## src/rtl/ccpp_pkg.sv

```systemverilog
// ----------------------------------------------------------------------------
// ccpp_pkg
// Shared types, tag codes and field layout for the constant pool parser.
// ----------------------------------------------------------------------------
package ccpp_pkg;

   // constant pool tag codes
   localparam logic [7:0] TAG_UTF8         = 8'd1;
   localparam logic [7:0] TAG_INTEGER      = 8'd3;
   localparam logic [7:0] TAG_FLOAT        = 8'd4;
   localparam logic [7:0] TAG_LONG         = 8'd5;
   localparam logic [7:0] TAG_DOUBLE       = 8'd6;
   localparam logic [7:0] TAG_CLASS        = 8'd7;
   localparam logic [7:0] TAG_STRING       = 8'd8;
   localparam logic [7:0] TAG_FIELDREF     = 8'd9;
   localparam logic [7:0] TAG_METHODREF    = 8'd10;
   localparam logic [7:0] TAG_IMETHODREF   = 8'd11;
   localparam logic [7:0] TAG_NAME_TYPE    = 8'd12;
   localparam logic [7:0] TAG_METHOD_HNDL  = 8'd15;
   localparam logic [7:0] TAG_METHOD_TYPE  = 8'd16;
   localparam logic [7:0] TAG_INVOKE_DYN   = 8'd18;

   // input transaction kinds
   localparam logic KIND_BYTE    = 1'b0;
   localparam logic KIND_RESTART = 1'b1;

   typedef enum logic [2:0] {
      PH_IDLE   = 3'd0,
      PH_FIELDS = 3'd1,
      PH_TEXT   = 3'd2
   } parse_phase_type;

   typedef struct packed {
      logic       known;
      logic [2:0] f1_len;
      logic [2:0] f2_len;
   } tag_layout_type;

   // one result transaction
   typedef struct packed {
      logic [15:0] slot_index;
      logic [7:0]  entry_tag;
      logic [31:0] first_value;
      logic [31:0] second_value;
      logic [7:0]  text_byte;
      logic        is_text_byte;
      logic        entry_done;
      logic        bad_tag;
      logic        pool_done;
   } rsp_rec_type;

   // byte counts of the first and second field of a tag
   function automatic tag_layout_type tag_layout(input logic [7:0] tag);
      tag_layout_type lay;
      lay = '0;
      unique case (tag) inside
         TAG_UTF8, TAG_CLASS, TAG_STRING, TAG_METHOD_TYPE: begin
            lay = '{known: 1'b1, f1_len: 3'd2, f2_len: 3'd0};
         end
         TAG_INTEGER, TAG_FLOAT: begin
            lay = '{known: 1'b1, f1_len: 3'd4, f2_len: 3'd0};
         end
         TAG_LONG, TAG_DOUBLE: begin
            lay = '{known: 1'b1, f1_len: 3'd4, f2_len: 3'd4};
         end
         TAG_FIELDREF, TAG_METHODREF, TAG_IMETHODREF, TAG_NAME_TYPE,
         TAG_INVOKE_DYN: begin
            lay = '{known: 1'b1, f1_len: 3'd2, f2_len: 3'd2};
         end
         TAG_METHOD_HNDL: begin
            lay = '{known: 1'b1, f1_len: 3'd1, f2_len: 3'd2};
         end
         default: begin
            lay = '0;
         end
      endcase
      return lay;
   endfunction

endpackage

```

## src/rtl/ccpp_rsp_queue.sv

```systemverilog
// ----------------------------------------------------------------------------
// ccpp_rsp_queue
// Four-entry shifting result queue; takes up to two records per cycle.
// ----------------------------------------------------------------------------
module ccpp_rsp_queue
   import ccpp_pkg::*;
(
   input  logic        clock,
   input  logic        reset,
   input  logic [1:0]  push_cnt,
   input  rsp_rec_type push_rec [2],
   output logic        has_room,
   output logic        rsp_valid,
   input  logic        rsp_stall,
   output rsp_rec_type rsp_rec
);

   rsp_rec_type entry_ff [4];
   rsp_rec_type entry_in [4];
   logic [2:0]  count_ff;
   logic [2:0]  count_in;
   logic        pop;
   logic [2:0]  base;

   assign rsp_valid = (count_ff != 3'd0);
   assign rsp_rec   = entry_ff[0];
   assign pop       = rsp_valid && !rsp_stall;
   assign has_room  = (count_ff <= 3'd2);
   assign base      = count_ff - {2'b00, pop};

   always_comb begin
      for (int i = 0; i < 4; i++) begin
         if (pop && i < 3) begin
            entry_in[i] = entry_ff[(i + 1) % 4];
         end else begin
            entry_in[i] = entry_ff[i];
         end
         if (push_cnt != 2'd0 && base == 3'(i)) begin
            entry_in[i] = push_rec[0];
         end
         if (push_cnt == 2'd2 && base + 3'd1 == 3'(i)) begin
            entry_in[i] = push_rec[1];
         end
      end
      count_in = base + {1'b0, push_cnt};
   end

   always_ff @(posedge clock) begin
      if (reset) begin
         count_ff <= 3'd0;
      end else begin
         count_ff <= count_in;
      end
   end

   always_ff @(posedge clock) begin
      entry_ff <= entry_in;
   end

endmodule

```

## src/rtl/class_constant_pool_parser.sv

```systemverilog
// ----------------------------------------------------------------------------
// class_constant_pool_parser
// Streaming parser for a class file constant pool, one byte per transaction.
// ----------------------------------------------------------------------------
// The block takes one request transaction per clock: a raw pool byte
// (big-endian stream) or a restart. Each byte updates the parse state in the
// cycle it is taken and gives zero, one or two result transactions: a record
// per finished entry (two for Long/Double), one per Utf8 text byte, and one
// error record on an unknown tag, after which bytes are dropped until a
// restart. Results land in a four-entry queue in front of the rsp channel;
// req_stall rises only while fewer than two places are free there, so with
// the output draining the parser sustains one byte per clock. Write
// pool_count (byte address 0) only while the block is idle; parsing stops
// once pool_count - 1 slots are filled.
// ----------------------------------------------------------------------------
module class_constant_pool_parser
   import ccpp_pkg::*;
(
   input  logic        clock,
   input  logic        reset,
   // request channel
   input  logic        req_valid,
   output logic        req_stall,
   input  logic        req_kind,
   input  logic [7:0]  req_pool_byte,
   // result channel
   output logic        rsp_valid,
   input  logic        rsp_stall,
   output logic [15:0] rsp_slot_index,
   output logic [7:0]  rsp_entry_tag,
   output logic [31:0] rsp_first_value,
   output logic [31:0] rsp_second_value,
   output logic [7:0]  rsp_text_byte,
   output logic        rsp_is_text_byte,
   output logic        rsp_entry_done,
   output logic        rsp_bad_tag,
   output logic        rsp_pool_done,
   // register port
   input  logic        csr_psel,
   input  logic        csr_penable,
   input  logic        csr_pwrite,
   input  logic [1:0]  csr_paddr,
   input  logic [31:0] csr_pwdata,
   output logic [31:0] csr_prdata,
   output logic        csr_pready
);

   localparam logic [1:0] ADDR_POOL_COUNT = 2'd0;

   // parse state
   parse_phase_type phase_ff,   phase_in;
   logic [7:0]      tag_ff,     tag_in;
   logic [3:0]      fbc_ff,     fbc_in;
   logic [15:0]     text_ff,    text_in;
   logic [31:0]     acc1_ff,    acc1_in;
   logic [31:0]     acc2_ff,    acc2_in;
   logic [15:0]     slots_ff,   slots_in;
   logic            halted_ff,  halted_in;
   logic [15:0]     pool_count_ff;

   logic            req_accept;
   logic            has_room;
   logic [1:0]      push_cnt;
   rsp_rec_type     push_rec [2];
   rsp_rec_type     head_rec;

   // parse step scratch
   tag_layout_type  lay;
   logic            more_slots;
   logic            finish;
   logic            text_first;
   logic            wide;
   logic            pdone;
   rsp_rec_type     rec_a;
   rsp_rec_type     rec_b;

   //---------------------------------------------------------------------
   // register port: pready tied high, one register
   //---------------------------------------------------------------------
   assign csr_pready = 1'b1;
   assign csr_prdata = (csr_paddr == ADDR_POOL_COUNT) ? {16'd0, pool_count_ff} : 32'd0;

   always_ff @(posedge clock) begin
      if (reset) begin
         pool_count_ff <= 16'd0;
      end else if (csr_psel && csr_penable && csr_pwrite && csr_pready &&
                   csr_paddr == ADDR_POOL_COUNT) begin
         pool_count_ff <= csr_pwdata[15:0];
      end
   end

   //---------------------------------------------------------------------
   // parse step: one byte per accepted transaction
   //---------------------------------------------------------------------
   assign req_stall  = !has_room;
   assign req_accept = req_valid && !req_stall;

   // room for another slot: slots_filled + 1 < pool_count
   assign more_slots = ({1'b0, slots_ff} + 17'd1) < {1'b0, pool_count_ff};

   always_comb begin
      phase_in   = phase_ff;
      tag_in     = tag_ff;
      fbc_in     = fbc_ff;
      text_in    = text_ff;
      acc1_in    = acc1_ff;
      acc2_in    = acc2_ff;
      slots_in   = slots_ff;
      halted_in  = halted_ff;
      push_cnt   = 2'd0;
      push_rec[0] = '0;
      push_rec[1] = '0;
      finish     = 1'b0;
      text_first = 1'b0;
      lay        = tag_layout(tag_ff);
      wide       = 1'b0;
      pdone      = 1'b0;
      rec_a      = '0;
      rec_b      = '0;

      if (req_accept) begin
         if (req_kind == KIND_RESTART) begin
            phase_in  = PH_IDLE;
            tag_in    = 8'd0;
            fbc_in    = 4'd0;
            text_in   = 16'd0;
            acc1_in   = 32'd0;
            acc2_in   = 32'd0;
            slots_in  = 16'd0;
            halted_in = 1'b0;
         end else if (!halted_ff) begin
            unique case (phase_ff)
               PH_IDLE: begin
                  lay = tag_layout(req_pool_byte);
                  if (more_slots) begin
                     if (!lay.known) begin
                        halted_in                = 1'b1;
                        push_cnt                 = 2'd1;
                        push_rec[0].slot_index   = slots_ff;
                        push_rec[0].entry_tag    = req_pool_byte;
                        push_rec[0].bad_tag      = 1'b1;
                     end else begin
                        tag_in   = req_pool_byte;
                        acc1_in  = 32'd0;
                        acc2_in  = 32'd0;
                        fbc_in   = 4'd0;
                        text_in  = 16'd0;
                        phase_in = PH_FIELDS;
                     end
                  end
               end
               PH_FIELDS: begin
                  if (fbc_ff < {1'b0, lay.f1_len}) begin
                     acc1_in = {acc1_ff[23:0], req_pool_byte};
                  end else begin
                     acc2_in = {acc2_ff[23:0], req_pool_byte};
                  end
                  fbc_in = fbc_ff + 4'd1;
                  if (fbc_in >= ({1'b0, lay.f1_len} + {1'b0, lay.f2_len})) begin
                     if (tag_ff == TAG_UTF8 && acc1_in != 32'd0) begin
                        text_in  = acc1_in[15:0];
                        phase_in = PH_TEXT;
                     end else begin
                        finish = 1'b1;
                     end
                  end
               end
               PH_TEXT: begin
                  push_cnt                 = 2'd1;
                  push_rec[0].slot_index   = slots_ff;
                  push_rec[0].entry_tag    = tag_ff;
                  push_rec[0].first_value  = acc1_ff;
                  push_rec[0].text_byte    = req_pool_byte;
                  push_rec[0].is_text_byte = 1'b1;
                  text_in = text_ff - 16'd1;
                  if (text_in == 16'd0) begin
                     finish     = 1'b1;
                     text_first = 1'b1;
                  end
               end
               default: begin
                  phase_in = PH_IDLE;
               end
            endcase
         end
      end

      // entry finished: one record, or two for Long/Double
      if (finish) begin
         wide     = (tag_ff == TAG_LONG) || (tag_ff == TAG_DOUBLE);
         slots_in = slots_ff + (wide ? 16'd2 : 16'd1);
         pdone    = ({1'b0, slots_in} + 17'd1) >= {1'b0, pool_count_ff};
         phase_in = PH_IDLE;
         fbc_in   = 4'd0;
         text_in  = 16'd0;

         rec_a.slot_index   = slots_ff;
         rec_a.entry_tag    = tag_ff;
         rec_a.first_value  = acc1_in;
         rec_a.second_value = acc2_in;
         rec_a.entry_done   = 1'b1;
         rec_a.pool_done    = wide ? 1'b0 : pdone;
         rec_b              = rec_a;
         rec_b.slot_index   = slots_ff + 16'd1;
         rec_b.pool_done    = pdone;

         if (text_first) begin
            push_rec[1] = rec_a;
            push_cnt    = 2'd2;
         end else begin
            push_rec[0] = rec_a;
            push_rec[1] = rec_b;
            push_cnt    = wide ? 2'd2 : 2'd1;
         end
      end
   end

   always_ff @(posedge clock) begin
      if (reset) begin
         phase_ff  <= PH_IDLE;
         tag_ff    <= 8'd0;
         fbc_ff    <= 4'd0;
         text_ff   <= 16'd0;
         acc1_ff   <= 32'd0;
         acc2_ff   <= 32'd0;
         slots_ff  <= 16'd0;
         halted_ff <= 1'b0;
      end else begin
         phase_ff  <= phase_in;
         tag_ff    <= tag_in;
         fbc_ff    <= fbc_in;
         text_ff   <= text_in;
         acc1_ff   <= acc1_in;
         acc2_ff   <= acc2_in;
         slots_ff  <= slots_in;
         halted_ff <= halted_in;
      end
   end

   //---------------------------------------------------------------------
   // result queue and output fields
   //---------------------------------------------------------------------
   ccpp_rsp_queue u_rsp_queue (
      .clock     (clock),
      .reset     (reset),
      .push_cnt  (push_cnt),
      .push_rec  (push_rec),
      .has_room  (has_room),
      .rsp_valid (rsp_valid),
      .rsp_stall (rsp_stall),
      .rsp_rec   (head_rec)
   );

   assign rsp_slot_index   = head_rec.slot_index;
   assign rsp_entry_tag    = head_rec.entry_tag;
   assign rsp_first_value  = head_rec.first_value;
   assign rsp_second_value = head_rec.second_value;
   assign rsp_text_byte    = head_rec.text_byte;
   assign rsp_is_text_byte = head_rec.is_text_byte;
   assign rsp_entry_done   = head_rec.entry_done;
   assign rsp_bad_tag      = head_rec.bad_tag;
   assign rsp_pool_done    = head_rec.pool_done;

   //---------------------------------------------------------------------
   // assertions
   //---------------------------------------------------------------------
   // a restart leaves the parser idle at slot zero
   a_restart_clears: assert property (@(posedge clock) disable iff (reset)
      req_accept && req_kind == KIND_RESTART |=>
         phase_ff == PH_IDLE && slots_ff == 16'd0 && !halted_ff)
      else $error("restart did not clear parse state");

   // once halted, only a restart produces activity; no records are queued
   a_halted_silent: assert property (@(posedge clock) disable iff (reset)
      halted_ff |-> push_cnt == 2'd0)
      else $error("results produced while halted");

   // the input side is only held off while results are waiting
   a_stall_has_backlog: assert property (@(posedge clock) disable iff (reset)
      req_stall |-> rsp_valid)
      else $error("request stalled with empty result queue");

   // pool completion only ever rides on an entry record
   a_pool_done_on_record: assert property (@(posedge clock) disable iff (reset)
      rsp_valid && rsp_pool_done |-> rsp_entry_done && !rsp_is_text_byte && !rsp_bad_tag)
      else $error("pool_done on a non-record result");

endmodule

```

## config.mk

```make
export PLATFORM = sky130hd
export DESIGN_NAME = class_constant_pool_parser
export DESIGN_NICKNAME = d
export VERILOG_FILES = /design/src/rtl/ccpp_pkg.sv /design/src/rtl/ccpp_rsp_queue.sv /design/src/rtl/class_constant_pool_parser.sv
export SDC_FILE = /design/constraint.sdc
export NUM_CORES = 1
export LEC_CHECK = 0
export BUFFER_PORTS_ARGS = -buffer_cell sky130_fd_sc_hd__clkbuf_2
export CORE_MARGIN = 1.5
export CORE_UTILIZATION = 40
export DETAILED_ROUTE_END_ITERATION = 7
export GPL_ROUTABILITY_DRIVEN = 0
export GPL_TIMING_DRIVEN = 1
export PLACE_DENSITY = 0.61
export SLEW_MARGIN = 30
export SYNTH_ARGS = -nofsm -noshare
export SYNTH_HDL_FRONTEND = slang
export SYNTH_SLANG_ARGS = --single-unit
export TNS_END_PERCENT = 1
```

## constraint.sdc

```tcl
create_clock -name clock -period 13.9 [get_ports clock]
set_clock_uncertainty 0.15 [all_clocks]
set_input_delay 0.695 -clock clock [delete_from_list [all_inputs] [get_ports clock]]
set_output_delay 0.695 -clock clock [all_outputs]
set_load 0.005 [all_outputs]
```

==> impl_results.md <==
* Vias in the first global route at 20900
* Distinct cell type count after synthesis at 84
* Port Buf Inserts at 151
* CP endpoint kind: flip-flop
* Setup repair bufs after CTS at 0
* Status: completed
* Crit-path cells: or3_1 > nor3_1 > nand3_1 > inv_1 > fa_1 > inv_1 > nor2_1 > a22o_1 > nand4_1 > or3b_2 > or3_1 > nor3b_1 > xnor2_1 > ha_1 > a21oi_1 > nor2_1 > a2111oi_0 > nor2_1 > a211o_1 > o21ai_0 > o21ai_0
* Top-level I/O count at 185
* Most frequent cells in the layout: nand2_1, edfxtp_1, nor2_1, o21ai_0, a21oi_1
* Setup violators final at 0
* Synth-to-layout area growth at 9.68%
* Root buffer cell: clkbuf_16
* Yosys reg bits at between 500 and 600
* First-pass GRT wire length at 124000 um
* Mapped Area at 27500 sq um
* Commonest non-fill, non-tap cell in the layout: nand2_1
* Commonest register cell after synthesis: edfxtp_1
* DR iter-0 viols at 2394
* Via count at 21900
* Top cell by count, worst path: nor2_1
* Worst-Skew Late Latency at 0.64 ns
* Vias/cell at 5.94
* Hold WC Path Type: in2reg
* Post-CTS Resized at 0
* Die H at 265 um
* Leakage power at 10.9 nW
* Buf+Inv Stages, Crit Path at 2
* Dpl cell area at 28200 sq um
* Gate Count Post-Synth at 2824
* Ys async rst share at 0
* Diode count at 0
* Total Wirelength at roughly 82000 um
* Arrival time worst endpoint at between 7 and 8 ns
* Synth area leaders: edfxtp_1, dfxtp_1, nand2_1
* Yosys top cell area share at 0.437
* Synth warn at 0
* Critical path data required time at 14.07 ns
* Tcrit/Tclk final at 0.533
* H-tree levels at 2
* DP HPWL at 52500 um
* Die Area at roughly 70000 sq um
* Initial cell density of the core at 0.407
* Routed Antenna Nets at 0
* Post-Syn Area per Cell at 9.74 sq um
* CTS tree: built
* CP top delay family: simple AND/OR/NAND/NOR gates
* Core area at 67600 sq um
* Crit Path Max Fanout at 8
* Max Root-Sink Buffers at 3
* Pwr Density at 144 nW/um^2
* RSZ-0062 raised after global routing: false
* Worst VDD drop at roughly 0.093 mV
* CP peak stage delay at 0.68 ns
* Tmin final at 7.41 ns
* Final net count at 2879
* Post-synth EDFFs at 400
* Initial antenna violation count at 2
* Area leader, netlist: edfxtp_1
* Fin area at 30200 sq um
* GRT Util Overall at 0.226
* Slew Limit Headroom at 0.291
* Layout cells sized above 1 at 0.120
* Final Hold Fails at 0
* CP Class: reg2reg
* Maximum clock frequency at between 100 and 150 MHz
* Max-slew violation count at 0
* Largest net degree at the start of global routing at 77
* Clk pin slew, worst setup/hold paths at roughly 0.06 ns
* CTS hold repair buffers at 0
* First-pass DRT Iterations at 6
* CP startpoint kind: flip-flop
* Max cap viols at 0
* CTS sink count at 530
* Drt wl/cell at 22.2 um
* Actual slew at the worst max-slew pin at around 1.0 ns
* Setup TNS at 0 ns
* Drt drc at 0
* Post-synthesis sequential area ratio at 0.531
* Slowest library cell on the worst path: o21ai_0
* Die width at 265 um
* Gr ovfl total at 0
* Num CTS Buffers at 56
* Site row count at 95
[where the power goes]
group	switching [mW]	internal [mW]	leakage (nW)	total (mW)
combinational	0.505	0.189	5.02	0.694
clock	0.650	0.905	0.970	1.55
sequential	0.0607	2.03	4.96	2.09
[through the flow]
stage	hold slack [ns]	utilization	power [mW]	cells	setup slack, ns
floorplan	0.286	-	2.62	2839	7.05
global placement	0.296	0.417	2.80	3585	6.69
detailed placement	0.297	0.417	2.82	3585	6.58
CTS	0.137	0.446	4.37	3691	6.60
global route	0.145	0.446	4.51	3693	6.08
finish	0.165	0.446	4.34	3693	6.49
[cell usage after synthesis (44+ instances only)]
cell	instances
o21ai_0	223
ha_1	55
clkbuf_1	151
nand3_1	65
dfxtp_1	130
edfxtp_1	400
nor2_1	280
a21o_1	44
o211ai_1	82
buf_4	117
a21oi_1	173
nand2_1	418
inv_1	47
a22oi_1	75
[layout make-up]
class,count,area [sq um]
clock inverters,28,259
well taps,873,1090
multi-input cells,1942,11300
inverters,49,184
repair buffers,193,1090
fillers,6397,37500
flip-flops and latches,530,14600
clock buffers,78,1680
[worst paths after layout]
path | startpoint | endpoint | slack (ns) | cells after the start
worst max-delay path | tag_ff[7]$_SDFFE_PP0P_ | u_rsp_queue.entry_ff[100]$_DFFE_PP_ | 6.49 | 21
worst min-delay path | csr_pwdata[0] | pool_count_ff[0]$_SDFFE_PP0P_ | 0.16 | 3
worst max register to register | tag_ff[7]$_SDFFE_PP0P_ | u_rsp_queue.entry_ff[100]$_DFFE_PP_ | 6.49 | 21
worst min register to register | pool_count_ff[15]$_SDFFE_PP0P_ | pool_count_ff[15]$_SDFFE_PP0P_ | 0.30 | 2
[state kept, by name, indices dropped and copies added (netlist names), 2 cells and up]
signal,flops
tag_ff,8
u_rsp_queue.entry_ff,300
pool_count_ff,16
u_rsp_queue.rsp_rec,100
acc2_ff,32
fbc_ff,4
phase_ff,2
slots_ff,16
u_rsp_queue.count_ff,3
text_ff,16
acc1_ff,32
[kinds of logic (layout without fill, tap and decap cells)]
| group | Yosys count | in the layout | share of synthesized area |
|---|---|---|---|
| flip-flops | 530 | 530 | 0.531 |
| XOR/XNOR | 65 | 65 | 0.0207 |
| adder cells (fa/ha/maj) | 58 | 58 | 0.0268 |
| multiplexers | 9 | 9 | 0.00332 |
| other | 2 | 17 | 0.000273 |
| buffers and inverters | 367 | 348 | 0.0682 |
| AO/OA/AOI/OAI | 800 | 800 | 0.188 |
| AND/OR/NAND/NOR | 993 | 993 | 0.162 |
[worst min-delay path, stage by stage]
cell,delay (ns)
clkbuf_2,0.08
nand2_1,0.04
a21oi_1,0.05
[per-layer routing]
| metal | share of wire | track usage |
|---|---|---|
| met1 | 0.43 | 0.315 |
| met2 | 0.46 | 0.365 |
| met3 | 0.079 | 0.0296 |
| met4 | 0.032 | 0.0763 |
| met5 | 0.00013 | 0 |
(Power assumes the default switching activity.)
